**src/rtl/core/i2cms_pkg.sv**
```systemverilog
// i2cms_pkg: types, codes and pin table for the i2c master sequencer
// used by the step, the top and the testbench, depends on nothing

package i2cms_pkg;

    localparam int TickW      = 16;
    localparam int ByteW      = 8;
    localparam int InDataW    = 16;
    localparam int OutDataW   = 16;
    localparam logic [TickW-1:0] PhaseTicksReset = 16'd1;
    localparam logic [ByteW-1:0] MsbMask         = 8'h80;
    localparam logic [3:0]       BitsPerByte     = 4'd8;

    localparam logic [1:0] STATUS_ACK    = 2'd0;
    localparam logic [1:0] STATUS_NACK   = 2'd1;
    localparam logic [1:0] STATUS_NO_DEV = 2'd2;

    typedef enum logic [2:0] {
        OP_NONE  = 3'd0,
        OP_START = 3'd1,
        OP_WRITE = 3'd2,
        OP_READ  = 3'd3,
        OP_STOP  = 3'd4
    } op_t;

    typedef enum logic [17:0] {
        PH_IDLE = 18'h00001,
        ST_A    = 18'h00002,
        ST_B    = 18'h00004,
        ST_C    = 18'h00008,
        ST_D    = 18'h00010,
        WB_LO   = 18'h00020,
        WB_HI   = 18'h00040,
        WA_LO   = 18'h00080,
        WA_HI   = 18'h00100,
        WA_END  = 18'h00200,
        RB_LO   = 18'h00400,
        RB_HI   = 18'h00800,
        RK_LO   = 18'h01000,
        RK_HI   = 18'h02000,
        RK_END  = 18'h04000,
        SP_A    = 18'h08000,
        SP_B    = 18'h10000,
        SP_C    = 18'h20000
    } phase_t;

    typedef struct packed {
        phase_t           phase;
        logic [3:0]       bit_left;
        logic [ByteW-1:0] shifter;
        op_t              active_op;
        logic [TickW-1:0] tick_count;
        logic [1:0]       last_status;
        logic [ByteW-1:0] received_byte;
        logic             ack_hold;
        logic             scl_hold_low;
        logic             sda_hold_low;
    } seq_state_t;

    // pull-low levels on entry to a phase: {scl, sda}
    function automatic logic [1:0] pin_levels(input phase_t ph, input logic bit_hi,
                                              input logic ack);
        logic [1:0] r;
        begin
            case (ph)
                ST_A:    r = 2'b10;
                ST_B:    r = 2'b00;
                ST_C:    r = 2'b01;
                ST_D:    r = 2'b11;
                WB_LO:   r = {1'b1, ~bit_hi};
                WB_HI:   r = {1'b0, ~bit_hi};
                WA_LO:   r = 2'b10;
                WA_HI:   r = 2'b00;
                WA_END:  r = 2'b10;
                RB_LO:   r = 2'b10;
                RB_HI:   r = 2'b00;
                RK_LO:   r = {1'b1, ack};
                RK_HI:   r = {1'b0, ack};
                RK_END:  r = 2'b10;
                SP_A:    r = 2'b11;
                SP_B:    r = 2'b01;
                SP_C:    r = 2'b00;
                default: r = 2'b00;
            endcase
            return r;
        end
    endfunction

endpackage

```
**src/rtl/core/i2cms_step.sv**
```systemverilog
// i2cms_step: next sequencer state for one tick item
// depends on i2cms_pkg

module i2cms_step (
    input  i2cms_pkg::seq_state_t    cur,
    input  logic [2:0]               cmd,
    input  logic [7:0]               data_byte,
    input  logic                     master_ack,
    input  logic                     scl_sense,
    input  logic                     sda_sense,
    input  logic [i2cms_pkg::TickW-1:0] phase_ticks,
    output i2cms_pkg::seq_state_t    nxt,
    output logic                     done
);

    logic [i2cms_pkg::TickW-1:0] limit;
    logic [i2cms_pkg::TickW-1:0] tick_inc;
    logic [1:0]                  pins;
    logic                        do_enter;
    i2cms_pkg::phase_t           go;

    assign limit    = (phase_ticks == '0) ? i2cms_pkg::PhaseTicksReset : phase_ticks;
    assign tick_inc = cur.tick_count + 1'b1;

    always_comb begin
        nxt      = cur;
        done     = 1'b0;
        do_enter = 1'b0;
        go       = i2cms_pkg::PH_IDLE;
        pins     = 2'b00;
        if (cur.phase == i2cms_pkg::PH_IDLE) begin
            case (cmd)
                i2cms_pkg::OP_START: begin
                    nxt.active_op = i2cms_pkg::OP_START;
                    nxt.shifter   = data_byte;
                    go            = i2cms_pkg::ST_A;
                    do_enter      = 1'b1;
                end
                i2cms_pkg::OP_WRITE: begin
                    nxt.active_op = i2cms_pkg::OP_WRITE;
                    nxt.shifter   = data_byte;
                    nxt.bit_left  = i2cms_pkg::BitsPerByte;
                    go            = i2cms_pkg::WB_LO;
                    do_enter      = 1'b1;
                end
                i2cms_pkg::OP_READ: begin
                    nxt.active_op = i2cms_pkg::OP_READ;
                    nxt.ack_hold  = master_ack;
                    nxt.shifter   = '0;
                    nxt.bit_left  = i2cms_pkg::BitsPerByte;
                    go            = i2cms_pkg::RB_LO;
                    do_enter      = 1'b1;
                end
                i2cms_pkg::OP_STOP: begin
                    nxt.active_op   = i2cms_pkg::OP_STOP;
                    nxt.last_status = i2cms_pkg::STATUS_ACK;
                    go              = i2cms_pkg::SP_A;
                    do_enter        = 1'b1;
                end
                default: begin
                end
            endcase
        end else if (!cur.scl_hold_low && !scl_sense) begin
            // clock stretched by a slave
            nxt.tick_count = '0;
        end else begin
            nxt.tick_count = tick_inc;
            if (tick_inc >= limit) begin
                do_enter = 1'b1;
                case (cur.phase)
                    i2cms_pkg::ST_A:  go = i2cms_pkg::ST_B;
                    i2cms_pkg::ST_B:  go = i2cms_pkg::ST_C;
                    i2cms_pkg::ST_C:  go = i2cms_pkg::ST_D;
                    i2cms_pkg::ST_D: begin
                        nxt.bit_left = i2cms_pkg::BitsPerByte;
                        go           = i2cms_pkg::WB_LO;
                    end
                    i2cms_pkg::WB_LO: go = i2cms_pkg::WB_HI;
                    i2cms_pkg::WB_HI: begin
                        nxt.shifter  = {cur.shifter[6:0], 1'b0};
                        nxt.bit_left = cur.bit_left - 1'b1;
                        go = (nxt.bit_left != '0) ? i2cms_pkg::WB_LO : i2cms_pkg::WA_LO;
                    end
                    i2cms_pkg::WA_LO: go = i2cms_pkg::WA_HI;
                    i2cms_pkg::WA_HI: begin
                        if (cur.active_op == i2cms_pkg::OP_START) begin
                            nxt.last_status = sda_sense ? i2cms_pkg::STATUS_NO_DEV
                                                        : i2cms_pkg::STATUS_ACK;
                        end else begin
                            nxt.last_status = sda_sense ? i2cms_pkg::STATUS_NACK
                                                        : i2cms_pkg::STATUS_ACK;
                        end
                        go = i2cms_pkg::WA_END;
                    end
                    i2cms_pkg::WA_END: begin
                        if (cur.active_op == i2cms_pkg::OP_START &&
                            cur.last_status == i2cms_pkg::STATUS_NO_DEV) begin
                            go = i2cms_pkg::SP_A;
                        end else begin
                            do_enter = 1'b0;
                        end
                    end
                    i2cms_pkg::RB_LO: go = i2cms_pkg::RB_HI;
                    i2cms_pkg::RB_HI: begin
                        nxt.shifter  = {cur.shifter[6:0], sda_sense};
                        nxt.bit_left = cur.bit_left - 1'b1;
                        go = (nxt.bit_left != '0) ? i2cms_pkg::RB_LO : i2cms_pkg::RK_LO;
                    end
                    i2cms_pkg::RK_LO: go = i2cms_pkg::RK_HI;
                    i2cms_pkg::RK_HI: go = i2cms_pkg::RK_END;
                    i2cms_pkg::RK_END: begin
                        nxt.received_byte = cur.shifter;
                        nxt.last_status   = cur.ack_hold ? i2cms_pkg::STATUS_ACK
                                                         : i2cms_pkg::STATUS_NACK;
                        do_enter          = 1'b0;
                    end
                    i2cms_pkg::SP_A:  go = i2cms_pkg::SP_B;
                    i2cms_pkg::SP_B:  go = i2cms_pkg::SP_C;
                    default: do_enter = 1'b0;
                endcase
                if (!do_enter) begin
                    // command complete
                    nxt.phase      = i2cms_pkg::PH_IDLE;
                    nxt.active_op  = i2cms_pkg::OP_NONE;
                    nxt.tick_count = '0;
                    done           = 1'b1;
                end
            end
        end
        if (do_enter) begin
            pins             = i2cms_pkg::pin_levels(go,
                                   (nxt.shifter & i2cms_pkg::MsbMask) != '0, nxt.ack_hold);
            nxt.phase        = go;
            nxt.tick_count   = '0;
            nxt.scl_hold_low = pins[1];
            nxt.sda_hold_low = pins[0];
        end
    end

endmodule

```
**src/rtl/core/i2c_master_sequencer_unit.sv**
```systemverilog
// i2c_master_sequencer_unit: open-drain i2c master, one tick per input item
// depends on i2cms_pkg and i2cms_step
//
// usage
//   each item on s_axis is one timing tick carrying the command and the sampled
//   scl/sda levels; each accepted item gives exactly one item on m_axis with the
//   pin drive, busy, done pulse, status and last received byte after that tick
//   commands: start plus address, write byte, read byte, stop; commands arriving
//   while busy are dropped; every pin phase is held phase_ticks ticks (zero as one)
//   and a released scl waits for the line to read high (clock stretching)
//   result: registered, on m_axis in the cycle after the item is accepted
//   throughput: one item per cycle unless stalled; the sequencer state updates in the
//   same cycle the item is taken, from the item, the state register and phase_ticks
//   stall: while m_axis_tready is low the result holds in the output register;
//   one item is still taken if the output register is empty or draining
//   reset: aresetn low clears the sequencer to idle with both lines released, empties
//   the output register and sets phase_ticks to 1; cfg_we writes phase_ticks from
//   cfg_wdata; users must write only while no item is in flight (block does not check)

module i2c_master_sequencer_unit (
    input  logic                              aclk,
    input  logic                              aresetn,
    input  logic                              cfg_we,
    input  logic [i2cms_pkg::TickW-1:0]       cfg_wdata,
    input  logic                              s_axis_tvalid,
    output logic                              s_axis_tready,
    // cmd[2:0], data_byte[10:3], master_ack[11], scl_sense[12], sda_sense[13], zero pad
    input  logic [i2cms_pkg::InDataW-1:0]     s_axis_tdata,
    output logic                              m_axis_tvalid,
    input  logic                              m_axis_tready,
    // scl_pull_low[0], sda_pull_low[1], busy_res[2], done_res[3], status[5:4],
    // read_data[13:6], zero pad
    output logic [i2cms_pkg::OutDataW-1:0]    m_axis_tdata
);

    i2cms_pkg::seq_state_t         state_reg, state_next;
    logic [i2cms_pkg::TickW-1:0]   phase_ticks_reg;
    logic                          m_valid_reg;
    logic [i2cms_pkg::OutDataW-1:0] m_data_reg, m_data_next;
    logic                          done;
    logic                          accept;

    assign s_axis_tready = !m_valid_reg || m_axis_tready;
    assign accept        = s_axis_tvalid && s_axis_tready;
    assign m_axis_tvalid = m_valid_reg;
    assign m_axis_tdata  = m_data_reg;

    i2cms_step u_step (
        .cur         (state_reg),
        .cmd         (s_axis_tdata[2:0]),
        .data_byte   (s_axis_tdata[10:3]),
        .master_ack  (s_axis_tdata[11]),
        .scl_sense   (s_axis_tdata[12]),
        .sda_sense   (s_axis_tdata[13]),
        .phase_ticks (phase_ticks_reg),
        .nxt         (state_next),
        .done        (done)
    );

    assign m_data_next = {2'b00, state_next.received_byte, state_next.last_status, done,
                          state_next.phase != i2cms_pkg::PH_IDLE,
                          state_next.sda_hold_low, state_next.scl_hold_low};

    always_ff @(posedge aclk) begin
        if (!aresetn) begin
            phase_ticks_reg <= i2cms_pkg::PhaseTicksReset;
        end else if (cfg_we) begin
            phase_ticks_reg <= cfg_wdata;
        end
    end

    always_ff @(posedge aclk) begin
        if (!aresetn) begin
            state_reg.phase         <= i2cms_pkg::PH_IDLE;
            state_reg.bit_left      <= '0;
            state_reg.shifter       <= '0;
            state_reg.active_op     <= i2cms_pkg::OP_NONE;
            state_reg.tick_count    <= '0;
            state_reg.last_status   <= i2cms_pkg::STATUS_ACK;
            state_reg.received_byte <= '0;
            state_reg.ack_hold      <= 1'b0;
            state_reg.scl_hold_low  <= 1'b0;
            state_reg.sda_hold_low  <= 1'b0;
        end else if (accept) begin
            state_reg <= state_next;
        end
    end

    always_ff @(posedge aclk) begin
        if (!aresetn) begin
            m_valid_reg <= 1'b0;
        end else if (accept) begin
            m_valid_reg <= 1'b1;
        end else if (m_axis_tready) begin
            m_valid_reg <= 1'b0;
        end
    end

    always_ff @(posedge aclk) begin
        if (accept) begin
            m_data_reg <= m_data_next;
        end
    end

endmodule

```
**config.mk**
```make
export PLATFORM = sky130hd
export DESIGN_NAME = i2c_master_sequencer_unit
export DESIGN_NICKNAME = d
export VERILOG_FILES = /design/src/rtl/core/i2cms_pkg.sv /design/src/rtl/core/i2cms_step.sv /design/src/rtl/core/i2c_master_sequencer_unit.sv
export SDC_FILE = /design/constraint.sdc
export NUM_CORES = 1
export LEC_CHECK = 0
export CAP_MARGIN = 25
export CELL_PAD_IN_SITES_DETAIL_PLACEMENT = 1
export CELL_PAD_IN_SITES_GLOBAL_PLACEMENT = 2
export CORE_ASPECT_RATIO = 1.1
export CORE_MARGIN = 4
export CORE_UTILIZATION = 26
export DETAILED_ROUTE_END_ITERATION = 10
export DONT_BUFFER_PORTS = 1
export PLACE_DENSITY_LB_ADDON = 0.1
export SLEW_MARGIN = 20
export SYNTH_ARGS = -nofsm -noshare
export SYNTH_HDL_FRONTEND = slang
export SYNTH_SLANG_ARGS = --single-unit
```
**constraint.sdc**
```tcl
create_clock -name aclk -period 11.76 [get_ports aclk]
set_clock_uncertainty 0.15 [all_clocks]
set_input_delay 2.352 -clock aclk [delete_from_list [all_inputs] [get_ports aclk]]
set_output_delay 2.352 -clock aclk [all_outputs]
set_load 0.02 [all_outputs]
```
# == After elaboration in Yosys (flattened, before gate mapping) ==
# Index checks and enable logic that the tools add are counted.
# Widths: inputs -> output; s select.
# totals
reg_bits,93
latchBits,0
ramBits,0
romBits,0
in_bits,37
wordCells,139
mem_count,0
# classes
addsub,2
n_mul,0
div_mod_pow,0
magnitude_cmp,1
n_eq_ne,43
shift,0
n_mux,50
bitwise_logic,2
n_reduce_logical,26
# op_table
cell,count
$pmux 18 s15,1
$mux 18,6
$mux 16,5
$pmux 16 s4,1
$mux 59,1
$eq 18x10->1 const B,2
$eq 18x11->1 const B,2
$eq 18x13->1 const B,2
$eq 18x14->1 const B,2
$eq 18x15->1 const B,2
$eq 18x16->1 const B,2
$eq 18x17->1 const B,2
$eq 18x2->1 const B,2
$eq 18x4->1 const B,2
$eq 18x5->1 const B,2
$eq 18x6->1 const B,2
$eq 18x7->1 const B,2
$eq 18x8->1 const B,2
$mux 33,1
$pmux 8 s2,2
$mux 8,3
$mux 19,1
$eq 18x1->1 const B,1
$eq 18x12->1 const B,1
other kinds (40),75

# == Depth between registers and ports, before layout ==
# Gate-level depths: netlist (run 1).
# logic_depth
depth_word,14
ltp_mapped,19

# == By module ==
# A second synthesis (run 1) with hierarchy kept.
# hier_totals
hier_cells,810
area_unflattened_um2,6507.5
# modules_own_cells
module,instances,cells_each,area_each_um2,seq_area_each_um2
i2c_master_sequencer_unit,1,362,3467.1,2001.9
i2cms_step,1,448,3040.4,0.0

# == Worst setup path after synthesis (run 1) ==
# No wires, ideal clock.
# synth_path
kind,input-to-output
start,input m_axis_tready
end,output s_axis_tready
arrival_ns,2.587
setup_slack_ns,6.671
path_stages,1
n_path_buf,0
cell_sequence,nand2b_1
# synth_via
elab_chain_len,1
# synth_rtl
element,line,source
"start, declared",i2c_master_sequencer_unit.sv:30,"input logic m_axis_tready,"
$logic_or 1x1->1,i2c_master_sequencer_unit.sv:43,assign s_axis_tready = !m_valid_reg || m_axis_tready;
"end, declared",i2c_master_sequencer_unit.sv:26,"output logic s_axis_tready,"
# Every way passes these cells.

# == Worst setup path after layout (run 1) ==
# Ends and elaborated chain as after synthesis.

==> run metrics, run 1 <==
Netlist Area Pre-Place 5280 um2; Static Leakage 2.23 nW; Initial Utilization 26.6%; startpoint kind of the worst setup timing path primary input; RD Place Congestion a little over 0.8; leading cell type in the layout, fill and taps excluded sky130_fd_sc_hd__dfxtp_1; Pins Over Slew Limit 0; maximum root-to-sink buffer count 2; category of the worst setup path capture point primary output; total I/O pin count 55; Final Critical Period slightly above 5000 ps; total placed cells including tap cells 832; Die Height between 150 and 200 um; Period Utilization, post-route 43.4%; highest cell delay on the worst timing path 250 ps; clock tree from TritonCTS built; Arr. time, crit path 2600 ps; cell with the largest stage delay on the worst path sky130_fd_sc_hd__nand2b_1; DRC violation total after the first TritonRoute iteration between 200 and 250; register area share after synthesis roughly 38%; cell count after synthesis 608; depth of the critical timing path with buffers and inverters included 1; total die area between 20000 and 25000 um2; RSZ-0062 raised after global routing false; number of distinct library cell variants in the gate-level netlist after synthesis 70; Reg-to-Reg End state_reg[58]; Post-CTS Setup Repair Bufs 0; most frequent cells in the layout 79 x sky130_fd_sc_hd__dfxtp_1, 75 x sky130_fd_sc_hd__nor2_1, 43 x sky130_fd_sc_hd__nand2_1; via count of the first global-routing pass around 4600; Max-Slew Margin vs Limit 35.6%; count of buffer and inverter cells on the critical path 0; Reg2Reg Launch Point state_reg[13]; initial antenna violation count 0; Critical Path, Cell by Cell nand2b_1; Pwr per Cell Area 128 nW/um2; PostCTS Resize Cnt 0; P&R area growth vs syn 9.51%; total length of routed wires about 17000 um; core box area 19900 um2; critical path's top delay family simple AND/OR/NAND/NOR gates; diodes inserted 0; required arrival time at the worst endpoint slightly above 9000 ps; average instance area after synthesis 8.68 um2; final-layout setup total negative slack 0 ps; flip-flop and latch count after synthesis 93; GRT Residual Overflow 0; number of flops mapped to enable cells by yosys 14; number of vias per cell ~5.2; Yosys Warn Count 0; worst skew pair latency between 300 and 400 ps; Overall Global Routing Usage 15.2%; main flop type after synthesis sky130_fd_sc_hd__dfxtp_1; Antenna Nets Post-Route 0; final layout net count 648; number of sinks driven by the clock tree 93; cell depth of the worst flop-to-flop path 18; worst setup path end s_axis_tready; largest vdd supply drop 0.0000667 V; worst hold path cell count 2; max-cap viol count 0; Post-DP HPWL 12300 um; pin count of the biggest net entering global routing 53; non-filler cells in the finished layout 849; Critical Path Start m_axis_tready; critical path type primary input to primary output; post-route setup slack 6660 ps; width of the die 144 um; R2R Setup Slk between 6000 and 7000 ps; run status finished, final reports clean; number of filler instances in the final layout around 2400; clock tree root buffer cell sky130_fd_sc_hd__clkbuf_16; kind of path behind the tightest hold check flip-flop to flip-flop; Worst-Margin Slew 966 ps; Critical Path Fanout Max 3; setup violators final 0; vias after detailed routing 4441; maximum level of the CTS H-tree 3; post-detailed-route DRC marker count 0; Rows 54; number of buffers created by CTS 9; TritonRoute pass-1 iters 4; fraction of final layout cells sized beyond drive strength 1 8.21%; port bufs 0; routed length per placed instance 19.7 um; ys async rst share 0%; Hold Violations, Final 0; number of flip-flops in the largest register 62; count of hold-fix buffers inserted at cts 0; pre-CTS setup slack 6560 ps; wire length of the first global-routing pass approximately 26000 um; Fmax achieved around 200 MHz; CTS clk-pin slew, worst paths 70 ps
[logic make-up after synthesis]
| logic type | after synthesis | synth area share, % |
|---|---|---|
| flip-flops | 93 | 38.0 |
| XOR/XNOR | 20 | 3.32 |
| AO/OA/AOI/OAI | 132 | 17.1 |
| other | 1 | 0.0711 |
| multiplexers | 30 | 5.88 |
| adder cells (fa/ha/maj) | 19 | 4.51 |
| buffers and inverters | 59 | 4.81 |
| AND/OR/NAND/NOR | 254 | 26.3 |
[metal layers]
layer  wire, um  global-route usage [%]
met1       7730                    19.4
met2       8200                    25.9
met5          0                       0
met3        513                    3.22
met4        242                    3.99
[power breakdown]
part | switching, mW | internal, mW
clock network | 0.150 | 0.151
logic | 0.0544 | 0.0317
registers | 0.0167 | 0.338
[synth_stat cells (17+ instances only)]
cell type / number / share of area, %
sky130_fd_sc_hd__a22oi_1: 17 / 2.4
sky130_fd_sc_hd__dfxtp_1: 79 / 30
sky130_fd_sc_hd__mux2i_1: 22 / 4.2
sky130_fd_sc_hd__clkbuf_1: 24 / 1.7
sky130_fd_sc_hd__o21ai_0: 26 / 2.5
sky130_fd_sc_hd__inv_1: 23 / 1.6
sky130_fd_sc_hd__ha_1: 19 / 4.5
sky130_fd_sc_hd__a21oi_1: 26 / 2.5
sky130_fd_sc_hd__nand3_1: 19 / 1.8
sky130_fd_sc_hd__nor2_1: 75 / 5.3
sky130_fd_sc_hd__nand2_1: 43 / 3.1
sky130_fd_sc_hd__nand2b_1: 17 / 2.0
[metrics by stage]
| stage | total power [mW] | cell area, um2 | hold WS [ps] | utilization (%) |
|---|---|---|---|---|
| floorplan | 0.427 | 5280 | 280 | - |
| global route | 0.781 | 5780 | 329 | 29.1 |
| global placement | 0.449 | 5470 | 299 | 27.5 |
| finish | 0.742 | 5780 | 312 | 29.1 |
| detailed placement | 0.451 | 5470 | 300 | 27.5 |
| CTS | 0.757 | 5770 | 320 | 29.0 |
[layout make-up]
cell class                      count  area [um2]  share of cell area [%]
Clock buffer                        9         225                    3.90
Clock inverter                      7        72.6                    1.26
Inverter                           25        93.8                    1.62
Multi-Input combinational cell    457        3020                    52.3
Sequential cell                    93        2000                    34.7
Tap cell                          252         315                    5.46
Timing Repair Buffer                6        45.0                   0.780
[worst min path at each step]
stage / startpoint / end
after global placement: state_reg[30] / state_reg[30]
after detailed placement: state_reg[29] / state_reg[29]
after CTS: state_reg[31] / state_reg[31]
final: state_reg[31] / state_reg[31]
after global routing: state_reg[29] / state_reg[29]
after floorplan: state_reg[29] / state_reg[29]
Note: power is estimated with default switching activity, not from simulation.
==> inputs of run 2 (changes only) <==
--- a/config.mk
+++ b/config.mk
@@ -5,6 +5,7 @@
 export SDC_FILE = /design/constraint.sdc
 export NUM_CORES = 1
 export LEC_CHECK = 0
+export ABC_AREA = 1
 export CAP_MARGIN = 25
 export CELL_PAD_IN_SITES_DETAIL_PLACEMENT = 1
 export CELL_PAD_IN_SITES_GLOBAL_PLACEMENT = 2
==> constraint.sdc (replaced) <==
create_clock -name aclk -period 4.6 [get_ports aclk]
set_clock_uncertainty 0.15 [all_clocks]
set_input_delay 0.92 -clock aclk [delete_from_list [all_inputs] [get_ports aclk]]
set_output_delay 0.92 -clock aclk [all_outputs]
set_load 0.02 [all_outputs]
==> run 2 against run 1 <==
Against the previous run:
- combinational power grew to 3.8 times the previous value
- total power increased to 2.7 times the previous value
- clock power rose to 2.6 times the previous value
- sequential share of layout area is 4.1 points lower
- largest cell class unchanged
- highest routed layer unchanged
==> run metrics, run 2 <==
Antenna Nets Post-Route 0 (unchanged); largest family of logic cells by synthesized area simple AND/OR/NAND/NOR gates; Rows 57 (+5.6%); P&R area growth vs syn 10.3%; total die area 25300 um2 (+12%); most frequent cell after synthesis sky130_fd_sc_hd__nand2_1; Finished Core Util 29.4% (+0.35 points); Pins Over Slew Limit 0 (unchanged); maximum level of the CTS H-tree 3 (unchanged); register area share after synthesis 33.7% (-4.2 points); Overall Global Routing Usage 15.8% (+0.66 points); commonest cells in the netlist 134 x sky130_fd_sc_hd__nand2_1, 118 x sky130_fd_sc_hd__inv_1, 82 x sky130_fd_sc_hd__nor2_1; library cell occupying the most area in the post-synthesis netlist sky130_fd_sc_hd__dfxtp_1; fraction of the mapped netlist area in simple logic gates 32.2% (+5.9 points); Fmax achieved 243 MHz; number of vias per cell 4.89 (-6.4%); number of sinks driven by the clock tree 93 (unchanged); post-detailed-route DRC marker count 0 (unchanged); number of flip-flops in the largest register 62 (unchanged); DRC violation total after the first TritonRoute iteration 222 (+10%); Arr. time, crit path 4060 ps (+1460 ps); startpoint kind of the worst setup timing path flip-flop; share of the synthesized area in the top cell type 26.6% (-3.3 points); max-cap viol count 0 (unchanged); kind of path behind the tightest hold check flip-flop to flip-flop; xor and xnor area share after synthesis 2.36% (-0.96 points); Hold Violations, Final 0 (unchanged); number of distinct library cell variants in the gate-level netlist after synthesis 45 (-36%); number of filler instances in the final layout 2790 (+18%); wire length of the first global-routing pass 32200 um (+22%); Yosys Warn Count 0 (unchanged); final layout net count 894 (+38%); width of the die 152 um (+5.7%); core box area 22300 um2 (+12%); leading cell type in the layout, fill and taps excluded sky130_fd_sc_hd__nand2_1; critical path's top delay family simple AND/OR/NAND/NOR gates; cell with the largest stage delay on the worst path sky130_fd_sc_hd__dfxtp_1; Critical Path, Cell by Cell inv_1, nor3_1, nand4_1, nor3_2, nand3_1, nor3_1, xor2_1, ha_1, a21oi_1, o21ai_0, a21oi_1, nand2_2, nand3_2, inv_2, nand2_1, nand3_1, nor2_1, nand2_1, nor2_1, nand3_1; count of hold-fix buffers inserted at cts 0 (unchanged); Total Power Consumption 2.04 mW (+170%); adder-cell share of the synthesized area 4.01% (-0.50 points); fraction of final layout cells sized beyond drive strength 1 11.9% (+3.7 points); diodes inserted 0 (unchanged); area taken by flip-flops and latches 2000 um2 (unchanged); Worst-Margin Slew 807 ps (-159 ps); Post-CTS Setup Repair Bufs 0 (unchanged); library cell appearing most often on the critical path sky130_fd_sc_hd__nand3_1; cell count after synthesis 848 (+39%); Netlist Area Pre-Place 5940 um2 (+13%); R2R Setup Slk 480 ps (-6220 ps); compound-gate portion of the synthesized area 16.6% (-0.58 points); leading cell types by total area after synthesis sky130_fd_sc_hd__dfxtp_1 27%, sky130_fd_sc_hd__nand2_1 8.5%, sky130_fd_sc_hd__inv_1 7.5%; standard cell area after detailed placement 6240 um2 (+14%); highest cell delay on the worst timing path 380 ps (+130 ps); flip-flop and latch count after synthesis 93 (unchanged); via count of the first global-routing pass 5692 (+23%); count of buffer and inverter cells on the critical path 2 (+2); most frequent cells in the layout 133 x sky130_fd_sc_hd__nand2_1, 118 x sky130_fd_sc_hd__inv_1, 82 x sky130_fd_sc_hd__nor2_1; final-layout setup total negative slack 0 ps (unchanged); Period Utilization, post-route around nine tenths; setup violators final 0 (unchanged); routed length per placed instance 17.8 um (-9.3%); final non-filler cell area 6550 um2 (+13%); Max-Slew Margin vs Limit 46.2% (+11 points); GRT Residual Overflow 0 (unchanged); total length of routed wires 20300 um (+22%); largest vdd supply drop 0.000136 V (+100%); required arrival time at the worst endpoint 4540 ps (-4720 ps); initial antenna violation count 0 (unchanged); PostCTS Resize Cnt 0 (unchanged); clock tree from TritonCTS built; total I/O pin count 55 (unchanged); TritonRoute pass-1 iters 4 (unchanged); critical path type flip-flop to flip-flop; average instance area after synthesis 7.00 um2 (-19%); RSZ-0062 raised after global routing false; Static Leakage 2.80 nW (+26%); run status finished, final reports clean; Die Height 166 um (+5.8%); number of flops mapped to enable cells by yosys 14 (unchanged); non-filler cells in the finished layout 1138 (+34%); Initial Utilization 26.7% (+0.12 points); Post-DP HPWL 15700 um (+28%); pin count of the biggest net entering global routing 55 (+3.8%); Pwr per Cell Area 311 nW/um2 (+140%); post-synthesis mux area share 0% (-5.9 points); CTS clk-pin slew, worst paths 70 ps (about the same); Final Critical Period about 4000 ps; clock tree root buffer cell sky130_fd_sc_hd__clkbuf_16; maximum root-to-sink buffer count 2 (unchanged); main flop type after synthesis sky130_fd_sc_hd__dfxtp_1; Critical Path Fanout Max 10 (+7); total placed cells including tap cells 1122 (+35%); RD Place Congestion 0.823 (+1.3%); footprint of the multi-input gates 3290 um2 (+8.8%); category of the worst setup path capture point flip-flop; port bufs 0 (unchanged); vias after detailed routing 5570 (+25%); number of buffers created by CTS 9 (unchanged); ys async rst share 0% (unchanged); worst skew pair latency 350 ps (about the same)
==> run 2: through the flow <==
step,setup slack [ps],hold slack (ps)
global route,58.3,356
global placement,464,303
finish,480,328
detailed placement,415,324
CTS,383,336
floorplan,1200,290
==> run 2: layout make-up <==
| type | instances | area share [%] |
|---|---|---|
| well taps | 295 | 5.64 |
| inverters | 128 | 7.45 |
| multi-input cells | 596 | 50.2 |
| clock buffers | 9 | 3.44 |
| repair buffers | 10 | 1.53 |
| flip-flops and latches | 93 | 30.6 |
| clock inverters | 7 | 1.15 |
==> run 2: final timing paths <==
check / startpoint / endpoint / cells past startpoint
max: state_reg[13] / m_axis_tdata[2] / 20
min: state_reg[41] / state_reg[41] / 2
max reg2reg: state_reg[13] / m_axis_tdata[2] / 20
min reg2reg: state_reg[41] / state_reg[41] / 2
==> run 2: kinds of logic after synthesis <==
family	count (synthesis)
other	1
adder cells (fa/ha/maj)	19
buffers and inverters	160
XOR/XNOR	16
AO/OA/AOI/OAI	177
flip-flops	93
AND/OR/NAND/NOR	382
==> run 2: metal layers <==
| layer | part of all wire (%) | vias up | GRT usage [%] |
|---|---|---|---|
| met5 | 0 | - | 0 |
| met4 | 0.68 | 0 | 3.13 |
| met3 | 2.0 | 9 | 2.18 |
| met2 | 50 | 54 | 28.1 |
| met1 | 48 | 2714 | 20.6 |
| li1 | - | 2793 | - |
==> run 2: where the power goes <==
| group | internal (mW) | switching, mW | leakage (nW) |
|---|---|---|---|
| clock | 0.426 | 0.371 | 0.145 |
| combinational | 0.0928 | 0.233 | 1.86 |
| sequential | 0.871 | 0.0447 | 0.786 |
| total | 1.39 | 0.649 | 2.80 |
==> run 2: worst register-to-register path, cell delays in order (launching register included) <==
cell and delay, ps:
sky130_fd_sc_hd__dfxtp_1 380, sky130_fd_sc_hd__inv_1 100, sky130_fd_sc_hd__nor3_1 300, sky130_fd_sc_hd__nand4_1 260, sky130_fd_sc_hd__nor3_2 230, sky130_fd_sc_hd__nand3_1 150
sky130_fd_sc_hd__nor3_1 190, sky130_fd_sc_hd__xor2_1 220, sky130_fd_sc_hd__ha_1 280, sky130_fd_sc_hd__a21oi_1 130, sky130_fd_sc_hd__o21ai_0 90, sky130_fd_sc_hd__a21oi_1 180
sky130_fd_sc_hd__nand2_2 130, sky130_fd_sc_hd__nand3_2 130, sky130_fd_sc_hd__inv_2 140, sky130_fd_sc_hd__nand2_1 110, sky130_fd_sc_hd__nand3_1 100, sky130_fd_sc_hd__nor2_1 220
sky130_fd_sc_hd__nand2_1 160, sky130_fd_sc_hd__nor2_1 130, sky130_fd_sc_hd__nand3_1 80
